===== config.mk =====
export PLATFORM = sky130hd
export DESIGN_NAME = sorted_best_times_table_core_flat
export DESIGN_NICKNAME = d
export VERILOG_FILES = /design/src/rtl/sbt_pkg.sv /design/src/rtl/sbt_in_if.sv /design/src/rtl/sbt_out_if.sv /design/src/rtl/sbt_div.sv /design/src/rtl/sorted_best_times_table_core.sv /design/src/flat_wrapper.sv
export SDC_FILE = /design/constraint.sdc
export NUM_CORES = 2
export LEC_CHECK = 0
export BUFFER_PORTS_ARGS = -buffer_cell sky130_fd_sc_hd__buf_2
export CORE_ASPECT_RATIO = 2
export CORE_UTILIZATION = 60
export CTS_BUF_LIST = sky130_fd_sc_hd__clkbuf_8
export CTS_CLUSTER_DIAMETER = 80
export DETAILED_ROUTE_END_ITERATION = 8
export PLACE_DENSITY = 0.84
export REMOVE_ABC_BUFFERS = 1
export SLEW_MARGIN = 10
export SYNTH_ARGS = -nofsm -noshare
export SYNTH_HDL_FRONTEND = slang
export SYNTH_SLANG_ARGS = --single-unit

===== constraint.sdc =====
create_clock -name clk_i -period 9.8 [get_ports clk_i]
set_input_delay 1.96 -clock clk_i [delete_from_list [all_inputs] [get_ports clk_i]]
set_output_delay 1.96 -clock clk_i [all_outputs]
set_load 0.05 [all_outputs]

===== src/rtl/sbt_pkg.sv =====
// Shared types and constants for the sorted best-times table.
`default_nettype none

package sbt_pkg;

  // Field widths
  localparam int unsigned KIND_W  = 3;
  localparam int unsigned TIME_W  = 32;
  localparam int unsigned ID_W    = 16;
  localparam int unsigned RIDX_W  = 8;
  localparam int unsigned CNT_W   = 4;
  localparam int unsigned SEC_W   = 23;
  localparam int unsigned MIN_W   = 17;

  // Largest limit the 4-bit register can express
  localparam int unsigned MAX_LIMIT = (2 ** CNT_W) - 1;

  localparam int unsigned MS_PER_SECOND     = 1000;
  localparam int unsigned MS_PER_MINUTE     = 60000;
  localparam int unsigned MAX_ENTRIES_RESET = 5;

  // Reciprocals: floor(t / 1000) = (t * SEC_RECIP) >> SEC_SHIFT and
  // floor(t / 60000) = (t * MIN_RECIP) >> MIN_SHIFT, exact for any 32-bit t
  localparam logic [TIME_W-1:0] SEC_RECIP = 32'h1062_4DD3;
  localparam int unsigned       SEC_SHIFT = 38;
  localparam logic [TIME_W-1:0] MIN_RECIP = 32'h45E7_B273;
  localparam int unsigned       MIN_SHIFT = 46;

  typedef enum logic [KIND_W-1:0] {
    KIND_INSERT     = 3'd0,
    KIND_DROP_LONG  = 3'd1,
    KIND_DROP_SHORT = 3'd2,
    KIND_CLEAR      = 3'd3,
    KIND_QUERY      = 3'd4
  } kind_e;

  // Divider status back to the sequencer
  typedef struct packed {
    logic             done;
    logic [SEC_W-1:0] seconds;
    logic [MIN_W-1:0] minutes;
  } div_res_t;

endpackage

`default_nettype wire


===== src/rtl/sbt_in_if.sv =====
// Input item channel: valid/ready handshake with the request fields.
`default_nettype none

interface sbt_in_if;
  logic                         valid;
  logic                         ready;
  logic [sbt_pkg::KIND_W-1:0]   kind;
  logic [sbt_pkg::TIME_W-1:0]   lap_time;
  logic [sbt_pkg::ID_W-1:0]     race_number;
  logic                         auto_number;
  logic [sbt_pkg::RIDX_W-1:0]   read_index;

  modport source (
    output valid, kind, lap_time, race_number, auto_number, read_index,
    input  ready
  );
  modport sink (
    input  valid, kind, lap_time, race_number, auto_number, read_index,
    output ready
  );
endinterface

`default_nettype wire


===== src/rtl/sbt_out_if.sv =====
// Result item channel: valid/ready handshake with the table summary fields.
`default_nettype none

interface sbt_out_if;
  logic                         valid;
  logic                         ready;
  logic [sbt_pkg::CNT_W-1:0]    entry_total;
  logic [sbt_pkg::TIME_W-1:0]   best_ms;
  logic [sbt_pkg::SEC_W-1:0]    best_seconds;
  logic [sbt_pkg::MIN_W-1:0]    best_minutes;
  logic [sbt_pkg::TIME_W-1:0]   indexed_ms;
  logic [sbt_pkg::ID_W-1:0]     top_race;
  logic [sbt_pkg::TIME_W-1:0]   top_race_ms;

  modport source (
    output valid, entry_total, best_ms, best_seconds, best_minutes,
           indexed_ms, top_race, top_race_ms,
    input  ready
  );
  modport sink (
    input  valid, entry_total, best_ms, best_seconds, best_minutes,
           indexed_ms, top_race, top_race_ms,
    output ready
  );
endinterface

`default_nettype wire


===== src/rtl/sbt_div.sv =====
// Divider of one time by 1000 and by 60000 on one shared reciprocal multiplier.
`default_nettype none

module sbt_div (
  input  logic                       clk_i,
  input  logic                       rst_ni,
  input  logic                       start_i,
  input  logic [sbt_pkg::TIME_W-1:0] dividend_i,
  output sbt_pkg::div_res_t          res_o
);
  import sbt_pkg::*;

  localparam int unsigned PROD_W = 2 * TIME_W;

  logic                busy_q;
  logic                phase_q;
  logic                done_q;
  logic [TIME_W-1:0]   op_q;
  logic [SEC_W-1:0]    qsec_q;
  logic [MIN_W-1:0]    qmin_q;

  logic [TIME_W-1:0]   recip;
  logic [PROD_W-1:0]   prod;

  // First pass takes the seconds reciprocal, second pass the minutes one
  assign recip = phase_q ? MIN_RECIP : SEC_RECIP;
  assign prod  = PROD_W'(op_q) * PROD_W'(recip);

  always_ff @(posedge clk_i or negedge rst_ni) begin
    if (!rst_ni) begin
      busy_q  <= 1'b0;
      phase_q <= 1'b0;
      done_q  <= 1'b0;
    end else begin
      done_q <= 1'b0;
      if (start_i) begin
        busy_q  <= 1'b1;
        phase_q <= 1'b0;
      end else if (busy_q) begin
        phase_q <= 1'b1;
        if (phase_q) begin
          busy_q <= 1'b0;
          done_q <= 1'b1;
        end
      end
    end
  end

  always_ff @(posedge clk_i) begin
    if (start_i) begin
      op_q <= dividend_i;
    end else if (busy_q) begin
      if (phase_q) begin
        qmin_q <= prod[MIN_SHIFT +: MIN_W];
      end else begin
        qsec_q <= prod[SEC_SHIFT +: SEC_W];
      end
    end
  end

  assign res_o.done    = done_q;
  assign res_o.seconds = qsec_q;
  assign res_o.minutes = qmin_q;

endmodule

`default_nettype wire


===== src/rtl/sorted_best_times_table_core.sv =====
// Top level of the sorted best-times table: storage, sequencer and result register.
`default_nettype none

// Keeps up to min(max_entries, CAPACITY, 15) lap times with their race ids,
// ascending by time, in a small register file with one read and one write
// port. Each input item is handled by a sequencer that walks the table one
// entry per cycle. Its steps are: accept the item, trim to the limit, walk
// for the largest id when auto numbering, walk to insert (or to drop the
// shortest), walk for the summary, divide the best time by 1000 and 60000
// with two passes through one reciprocal multiplier, and load the result
// register. Input ready is high only while the sequencer is idle. The
// result register lets the next item start while a result still waits; the
// sequencer stalls at its last step until that result is taken. max_entries
// is written on cfg_we_i and resets to 5; a lowered limit trims the longest
// times at the start of the next item.
module sorted_best_times_table_core #(
  parameter int unsigned CAPACITY = 8
) (
  input  logic                      clk_i,
  input  logic                      rst_ni,
  input  logic                      cfg_we_i,
  input  logic [sbt_pkg::CNT_W-1:0] cfg_wdata_i,
  sbt_in_if.sink                    item_i,
  sbt_out_if.source                 result_o
);
  import sbt_pkg::*;

  // Count is 4 bits wide, so never more than 15 entries are usable
  localparam int unsigned DEPTH = (CAPACITY < MAX_LIMIT) ? CAPACITY : MAX_LIMIT;
  localparam int unsigned IDX_W = (DEPTH > 1) ? $clog2(DEPTH) : 1;

  typedef enum logic [7:0] {
    ST_IDLE   = 8'b0000_0001,
    ST_TRIM   = 8'b0000_0010,
    ST_MAXID  = 8'b0000_0100,
    ST_INSERT = 8'b0000_1000,
    ST_SHIFT  = 8'b0001_0000,
    ST_SCAN   = 8'b0010_0000,
    ST_DIV    = 8'b0100_0000,
    ST_DONE   = 8'b1000_0000
  } state_e;

  // Table storage
  logic [TIME_W-1:0] times_q [DEPTH];
  logic [ID_W-1:0]   ids_q   [DEPTH];

  // Sequencer state
  state_e            state_q, state_d;
  logic [CNT_W-1:0]  cnt_q, cnt_d;
  logic [CNT_W-1:0]  max_q;
  logic [CNT_W-1:0]  idx_q, idx_d;

  // Latched request
  logic [KIND_W-1:0] kind_q;
  logic [TIME_W-1:0] lap_q;
  logic [ID_W-1:0]   race_q;
  logic              auto_q;
  logic [RIDX_W-1:0] ridx_q;

  // Walk accumulators
  logic [ID_W-1:0]   newid_q, newid_d;
  logic [ID_W-1:0]   topid_q, topid_d;
  logic [TIME_W-1:0] topms_q, topms_d;
  logic [TIME_W-1:0] best_q, best_d;
  logic [TIME_W-1:0] idxms_q, idxms_d;

  // Result register
  logic              out_valid_q;
  logic [CNT_W-1:0]  out_total_q;
  logic [TIME_W-1:0] out_best_q;
  logic [SEC_W-1:0]  out_sec_q;
  logic [MIN_W-1:0]  out_min_q;
  logic [TIME_W-1:0] out_idxms_q;
  logic [ID_W-1:0]   out_top_q;
  logic [TIME_W-1:0] out_topms_q;

  // Single read and write port
  logic [CNT_W-1:0]  rd_idx;
  logic [TIME_W-1:0] rd_time;
  logic [ID_W-1:0]   rd_id;
  logic              wr_en;
  logic [CNT_W-1:0]  wr_idx;
  logic [TIME_W-1:0] wr_time;
  logic [ID_W-1:0]   wr_id;

  logic [CNT_W-1:0]  lim;
  logic [CNT_W-1:0]  cnt_trim;
  logic              accept;
  logic              div_start;
  logic              load_out;
  div_res_t          div_res;

  assign item_i.ready = (state_q == ST_IDLE);
  assign accept       = item_i.valid && item_i.ready;

  // Limit in force saturates at the storage depth
  assign lim      = (max_q < CNT_W'(DEPTH)) ? max_q : CNT_W'(DEPTH);
  assign cnt_trim = (cnt_q > lim) ? lim : cnt_q;

  // Reads are only used for indexes below the count, so always in range
  assign rd_time = times_q[rd_idx[IDX_W-1:0]];
  assign rd_id   = ids_q[rd_idx[IDX_W-1:0]];

  always_comb begin
    state_d   = state_q;
    cnt_d     = cnt_q;
    idx_d     = idx_q;
    newid_d   = newid_q;
    topid_d   = topid_q;
    topms_d   = topms_q;
    best_d    = best_q;
    idxms_d   = idxms_q;
    rd_idx    = idx_q;
    wr_en     = 1'b0;
    wr_idx    = idx_q;
    wr_time   = lap_q;
    wr_id     = newid_q;
    div_start = 1'b0;
    load_out  = 1'b0;

    unique case (state_q)
      ST_IDLE: begin
        if (accept) begin
          state_d = ST_TRIM;
        end
      end

      ST_TRIM: begin
        cnt_d   = cnt_trim;
        idx_d   = '0;
        topid_d = '0;
        topms_d = '0;
        best_d  = '0;
        idxms_d = '0;
        state_d = ST_SCAN;
        unique case (kind_q)
          KIND_INSERT: begin
            if (auto_q) begin
              newid_d = '0;
              state_d = ST_MAXID;
            end else begin
              newid_d = race_q;
              idx_d   = cnt_trim;
              state_d = ST_INSERT;
            end
          end
          KIND_DROP_LONG: begin
            if (cnt_trim != '0) begin
              cnt_d = cnt_trim - CNT_W'(1);
            end
          end
          KIND_DROP_SHORT: begin
            if (cnt_trim != '0) begin
              idx_d   = CNT_W'(1);
              state_d = ST_SHIFT;
            end
          end
          KIND_CLEAR: begin
            cnt_d = '0;
          end
          default: begin
            // query only, and the unused kinds
          end
        endcase
      end

      // Largest stored id; the new id is one above it, wrapping
      ST_MAXID: begin
        if (idx_q < cnt_q) begin
          if (rd_id > newid_q) begin
            newid_d = rd_id;
          end
          idx_d = idx_q + CNT_W'(1);
        end else begin
          newid_d = newid_q + ID_W'(1);
          idx_d   = cnt_q;
          state_d = ST_INSERT;
        end
      end

      // Walk down from the top, moving up every time >= the new one.
      // Slots at or above the limit are not written: that is the drop.
      ST_INSERT: begin
        rd_idx = idx_q - CNT_W'(1);
        wr_en  = (idx_q < lim);
        if ((idx_q != '0) && (rd_time >= lap_q)) begin
          wr_time = rd_time;
          wr_id   = rd_id;
          idx_d   = idx_q - CNT_W'(1);
        end else begin
          cnt_d   = (cnt_q < lim) ? cnt_q + CNT_W'(1) : lim;
          idx_d   = '0;
          state_d = ST_SCAN;
        end
      end

      // Drop shortest: move every entry down by one
      ST_SHIFT: begin
        if (idx_q < cnt_q) begin
          wr_en   = 1'b1;
          wr_idx  = idx_q - CNT_W'(1);
          wr_time = rd_time;
          wr_id   = rd_id;
          idx_d   = idx_q + CNT_W'(1);
        end else begin
          cnt_d   = cnt_q - CNT_W'(1);
          idx_d   = '0;
          state_d = ST_SCAN;
        end
      end

      // Summary walk: best time, indexed time, first entry with top id
      ST_SCAN: begin
        if (idx_q < cnt_q) begin
          if (idx_q == '0) begin
            best_d  = rd_time;
            topid_d = rd_id;
            topms_d = rd_time;
          end else if (rd_id > topid_q) begin
            topid_d = rd_id;
            topms_d = rd_time;
          end
          if (ridx_q == {{(RIDX_W-CNT_W){1'b0}}, idx_q}) begin
            idxms_d = rd_time;
          end
          idx_d = idx_q + CNT_W'(1);
        end else begin
          div_start = 1'b1;
          state_d   = ST_DIV;
        end
      end

      ST_DIV: begin
        if (div_res.done) begin
          state_d = ST_DONE;
        end
      end

      ST_DONE: begin
        if (!out_valid_q || result_o.ready) begin
          load_out = 1'b1;
          state_d  = ST_IDLE;
        end
      end

      default: begin
        state_d = ST_IDLE;
      end
    endcase
  end

  always_ff @(posedge clk_i or negedge rst_ni) begin
    if (!rst_ni) begin
      state_q     <= ST_IDLE;
      cnt_q       <= '0;
      idx_q       <= '0;
      max_q       <= CNT_W'(MAX_ENTRIES_RESET);
      out_valid_q <= 1'b0;
    end else begin
      state_q <= state_d;
      cnt_q   <= cnt_d;
      idx_q   <= idx_d;
      if (cfg_we_i) begin
        max_q <= cfg_wdata_i;
      end
      if (load_out) begin
        out_valid_q <= 1'b1;
      end else if (result_o.ready) begin
        out_valid_q <= 1'b0;
      end
    end
  end

  // Payload registers, no reset
  always_ff @(posedge clk_i) begin
    if (accept) begin
      kind_q <= item_i.kind;
      lap_q  <= item_i.lap_time;
      race_q <= item_i.race_number;
      auto_q <= item_i.auto_number;
      ridx_q <= item_i.read_index;
    end
    newid_q <= newid_d;
    topid_q <= topid_d;
    topms_q <= topms_d;
    best_q  <= best_d;
    idxms_q <= idxms_d;
    if (load_out) begin
      out_total_q <= cnt_q;
      out_best_q  <= best_q;
      out_sec_q   <= div_res.seconds;
      out_min_q   <= div_res.minutes;
      out_idxms_q <= idxms_q;
      out_top_q   <= topid_q;
      out_topms_q <= topms_q;
    end
  end

  // Table write port
  always_ff @(posedge clk_i) begin
    if (wr_en) begin
      times_q[wr_idx[IDX_W-1:0]] <= wr_time;
      ids_q[wr_idx[IDX_W-1:0]]   <= wr_id;
    end
  end

  sbt_div u_div (
    .clk_i      (clk_i),
    .rst_ni     (rst_ni),
    .start_i    (div_start),
    .dividend_i (best_q),
    .res_o      (div_res)
  );

  assign result_o.valid        = out_valid_q;
  assign result_o.entry_total  = out_total_q;
  assign result_o.best_ms      = out_best_q;
  assign result_o.best_seconds = out_sec_q;
  assign result_o.best_minutes = out_min_q;
  assign result_o.indexed_ms   = out_idxms_q;
  assign result_o.top_race     = out_top_q;
  assign result_o.top_race_ms  = out_topms_q;

endmodule

`default_nettype wire


===== src/flat_wrapper.sv =====
// flat-port wrapper written by rule: the top's interface ports become plain ports
module sorted_best_times_table_core_flat import sbt_pkg::*;
#(
  parameter int unsigned CAPACITY = 8
)
  (clk_i, rst_ni, cfg_we_i, cfg_wdata_i, item_i_valid, item_i_kind, item_i_lap_time, item_i_race_number, item_i_auto_number, item_i_read_index, item_i_ready, result_o_valid, result_o_entry_total, result_o_best_ms, result_o_best_seconds, result_o_best_minutes, result_o_indexed_ms, result_o_top_race, result_o_top_race_ms, result_o_ready);
  sbt_in_if item_i_i ();
  sbt_out_if result_o_i ();
  input  logic clk_i;
  input  logic rst_ni;
  input  logic cfg_we_i;
  input  logic [sbt_pkg::CNT_W-1:0] cfg_wdata_i;
  input wire logic [$bits(item_i_i.valid)-1:0] item_i_valid;
  input wire logic [$bits(item_i_i.kind)-1:0] item_i_kind;
  input wire logic [$bits(item_i_i.lap_time)-1:0] item_i_lap_time;
  input wire logic [$bits(item_i_i.race_number)-1:0] item_i_race_number;
  input wire logic [$bits(item_i_i.auto_number)-1:0] item_i_auto_number;
  input wire logic [$bits(item_i_i.read_index)-1:0] item_i_read_index;
  output wire logic [$bits(item_i_i.ready)-1:0] item_i_ready;
  output wire logic [$bits(result_o_i.valid)-1:0] result_o_valid;
  output wire logic [$bits(result_o_i.entry_total)-1:0] result_o_entry_total;
  output wire logic [$bits(result_o_i.best_ms)-1:0] result_o_best_ms;
  output wire logic [$bits(result_o_i.best_seconds)-1:0] result_o_best_seconds;
  output wire logic [$bits(result_o_i.best_minutes)-1:0] result_o_best_minutes;
  output wire logic [$bits(result_o_i.indexed_ms)-1:0] result_o_indexed_ms;
  output wire logic [$bits(result_o_i.top_race)-1:0] result_o_top_race;
  output wire logic [$bits(result_o_i.top_race_ms)-1:0] result_o_top_race_ms;
  input wire logic [$bits(result_o_i.ready)-1:0] result_o_ready;
  assign item_i_i.valid = item_i_valid;
  assign item_i_i.kind = item_i_kind;
  assign item_i_i.lap_time = item_i_lap_time;
  assign item_i_i.race_number = item_i_race_number;
  assign item_i_i.auto_number = item_i_auto_number;
  assign item_i_i.read_index = item_i_read_index;
  assign item_i_ready = item_i_i.ready;
  assign result_o_valid = result_o_i.valid;
  assign result_o_entry_total = result_o_i.entry_total;
  assign result_o_best_ms = result_o_i.best_ms;
  assign result_o_best_seconds = result_o_i.best_seconds;
  assign result_o_best_minutes = result_o_i.best_minutes;
  assign result_o_indexed_ms = result_o_i.indexed_ms;
  assign result_o_top_race = result_o_i.top_race;
  assign result_o_top_race_ms = result_o_i.top_race_ms;
  assign result_o_i.ready = result_o_ready;
  sorted_best_times_table_core #(.CAPACITY(CAPACITY)) u_core (.clk_i(clk_i), .rst_ni(rst_ni), .cfg_we_i(cfg_we_i), .cfg_wdata_i(cfg_wdata_i), .item_i(item_i_i), .result_o(result_o_i));
endmodule

==> summary.txt <==
Finish
  – Share of post-route cells with drive strength above 1: 0.135
  – Area growth syn-to-layout: 9.60%
  – Final Instance Count excl. Fillers: 5665
  – Fillers: roughly 6200
  – Util after Layout: 0.662
  – Layout Nets: around 5500

Clock network
  – Htree depth: 3
  – Clk_lat worst skew: 850 ps
  – Clock-pin slew on the worst setup and hold paths: 70 ps
  – Clock Tree Buf Depth: 3
  – CTS buffer count: 102
  – Clock Tree Root: clkbuf_8
  – CTS tree: yes
  – # hold bufs at CTS: 0
  – Clock Sinks: 824

Global routing
  – Number of global-route vias before repair: about 37000
  – GRT overflow: 0
  – Largest net degree at the start of global routing: 80
  – Initial antenna violation count: 23
  – First-pass GRT wire length: roughly 250 mm
  – Total GRT Usage: 0.403

Place
  – Pre-CTS setup slack: ~730 ps
  – Placed cells: ~5500
  – HPWL after DPL: roughly 130 mm
  – GP Congestion: 1.16
  – Number of port buffers: around 230

STA
  – Final-report max-slew violation count: 0
  – Final Cycle Share: 0.965
  – RSZ-0062 raised after global routing: no
  – Slew headroom: 0.141
  – Clock Skews: between 50 and 60 ps
  – Worst-Margin Slew: 1280 ps
  – Final-report hold violation count: 0
  – Min Tclk post-route: between 9000 and 10000 ps
  – Max Freq: between 100 and 150 MHz
  – Smallest setup slack after layout: ~350 ps
  – Setup violations, final: 0

Setup path
  – Arrival time at the worst endpoint: between 10000 and 15000 ps
  – Largest fanout on the critical path: 45
  – Startpoint types: flip-flop
  – Register-to-register setup slack: between 300 and 400 ps
  – Critical path class: reg2reg
  – Critical Path End Type: flip-flop
  – Slowest-stage cell, CP: fa_1
  – Critical path's largest stage delay: about 910 ps
  – Most used cell, CP: fa_1
  – CP required: ~10000 ps

Logic synthesis
  – Commonest cells post-synth: inv_1, edfxtp_1, fa_1
  – Cell taking the most area after synthesis: edfxtp_1
  – Synth Area in Simple Gates: 0.0479
  – Largest family of logic cells by synthesized area: adder cells
  – Area share of the largest cell type after synthesis: 0.447
  – Post-Synth Adder-Cell Area: 0.308
  – Top post-synthesis cells by area: edfxtp_1, fa_1, ha_1
  – Post-Syn Instances: 4064
  – Number of synthesized flops with an enable pin: 800
  – Distinct cells, synth: 79
  – Area of the mapped netlist: 53800 um^2
  – Synthesized-area fraction occupied by xor and xnor cells: 0.0129
  – Seq/Total Area, Yosys: 0.458
  – Synth Warn #: 0
  – Dominant synthesized flop cell: edfxtp_1
  – Async set-or-reset flop fraction in the synthesized netlist: 0.0291
  – Syn Area/Cell: 13.2 um^2
  – Count leader, synth: inv_1
  – Synth Register Bits: between 800 and 900
  – Post-synthesis mux area share: 0.0530
  – Compound-Gate Fraction of Synth Area: 0.0458

Drt
  – Final WL: between 150 and 200 mm
  – ANT nets after route: 0
  – DR iter-0 viols: approximately 3400
  – Vias per cell: roughly 6.1
  – WL/cell: between 30 and 40 um
  – DR DRC count: 0
  – Pre-Repair DR Iteration Count: 6
  – Vias post-DR: 34400

Floorplanning
  – IO Pins: approximately 230
  – Die height: ~430 um
  – Num rows: approximately 160
  – Die footprint: between 90000 and 100000 um^2
  – Core ar.: about 90000 um^2
  – Chip width: 214 um
  – Initial Util: 0.604

Worst hold path
  – Hold Path Class: reg2reg

Flow run
  – Max-cap viol count: 0

Outcome
  – Status: finished clean
==> metal layers <==
metal / track usage / vias to the layer above / routed length, um
met2: 0.679 / 2173 / 88500
li1: - / 14300 / -
met5: 0.000547 / - / 188
met4: 0.417 / 28 / 22400
met3: 0.121 / 908 / 15500
met1: 0.369 / 17000 / 48000
==> layout by cell type (no fill, tap or decap), types with 31 or more instances in the layout <==
cell type,count
ha_1,493
o21ai_1,61
nor2_1,156
conb_1,36
mux2i_1,38
a21oi_1,91
edfxtp_1,800
inv_1,945
buf_2,226
nand2b_1,47
a21o_1,43
xnor2_1,60
o21ai_0,78
clkbuf_8,106
fa_1,520
mux4_2,96
nand3_1,31
buf_4,74
nand2_1,177
==> worst paths after layout <==
path	endpoint	startpoint	cells after the start
setup / recovery	u_core.u_div.qsec_q[22]$_DFFE_PP_	u_core.u_div.phase_q$_DFFE_PN0P_	28
hold / removal	u_core.result_o.best_minutes[1]$_DFFE_PP_	u_core.u_div.qmin_q[1]$_DFFE_PP_	0
setup reg to reg	u_core.u_div.qsec_q[22]$_DFFE_PP_	u_core.u_div.phase_q$_DFFE_PN0P_	28
hold reg to reg	u_core.result_o.best_minutes[1]$_DFFE_PP_	u_core.u_div.qmin_q[1]$_DFFE_PP_	0
max in group asynchronous	u_core.u_div.phase_q$_DFFE_PN0P_	rst_ni	1
min in group asynchronous	u_core.state_q[3]$_DFFE_PN0P_	rst_ni	1
==> stage by stage <==
step	TNS, ps	instance area (um^2)	hold WS [ps]
2_1_floorplan	-1044010	53400	400
3_3_place_gp	0	56700	401
3_5_place_dp	0	56700	405
4_1_cts	0	58900	411
5_1_grt	0	58900	418
6_report	0	58900	408
==> layout make-up <==
| cell class | instances | area, um^2 | share of cell area |
|---|---|---|---|
| multi-input cells | 2229 | 25400 | 0.431 |
| flip-flops and latches | 824 | 24600 | 0.418 |
| inverters | 929 | 3490 | 0.0592 |
| repair buffers | 302 | 1730 | 0.0293 |
| well taps | 1177 | 1470 | 0.0250 |
| clock buffers | 106 | 1460 | 0.0248 |
| clock inverters | 85 | 721 | 0.0122 |
| diodes | 13 | 32.5 | 0.000552 |
==> logic make-up (layout without fill, tap and decap cells) <==
kind of cell,after synthesis,count (layout)
buf+inv,1045,1422
fa+ha+maj,1013,1013
flops,824,824
simple gates,548,548
compound gates,401,401
mux,154,154
xor+xnor,77,77
other cells,2,49
==> flip-flops by register name, summed over array words and instances, names as in the netlist, 8 cells and up <==
| name | flops |
|---|---|
| u_core.lap_q | 32 |
| u_core.best_q | 32 |
| u_core.result_o.top_race_ms | 32 |
| u_core.times_q | 256 |
| u_core.state_q | 8 |
| u_core.u_div.op_q | 32 |
| u_core.result_o.best_ms | 32 |
| u_core.race_q | 16 |
| u_core.topms_q | 32 |
| u_core.ids_q | 128 |
| u_core.result_o.best_seconds | 23 |
| u_core.newid_q | 16 |
| u_core.u_div.qmin_q | 17 |
| u_core.result_o.top_race | 16 |
| u_core.idxms_q | 32 |
| u_core.u_div.qsec_q | 23 |
| u_core.ridx_q | 8 |
| u_core.result_o.best_minutes | 17 |
| u_core.topid_q | 16 |
| u_core.result_o.indexed_ms | 32 |
==> critical path: cells and delay by family, from the launching register on <==
kind	cells	cell delay [ps]
AND/OR/NAND/NOR	5	1290
adder cells (fa/ha/maj)	9	4700
AO/OA/AOI/OAI	6	1470
buffers and inverters	7	680
flip-flops	1	790
XOR/XNOR	1	240
==> repair_timing <==
action / in CTS / in global routing
gates resized for setup: 0 / 1
endpoints found under the hold margin: 0 / 0
setup buffers: 0 / 1
setup endpoints to repair: 0 / 13
Power is left out: the tool's default activity adds up to more than one toggle a clock period on the data nets, which glitch-free logic cannot reach.
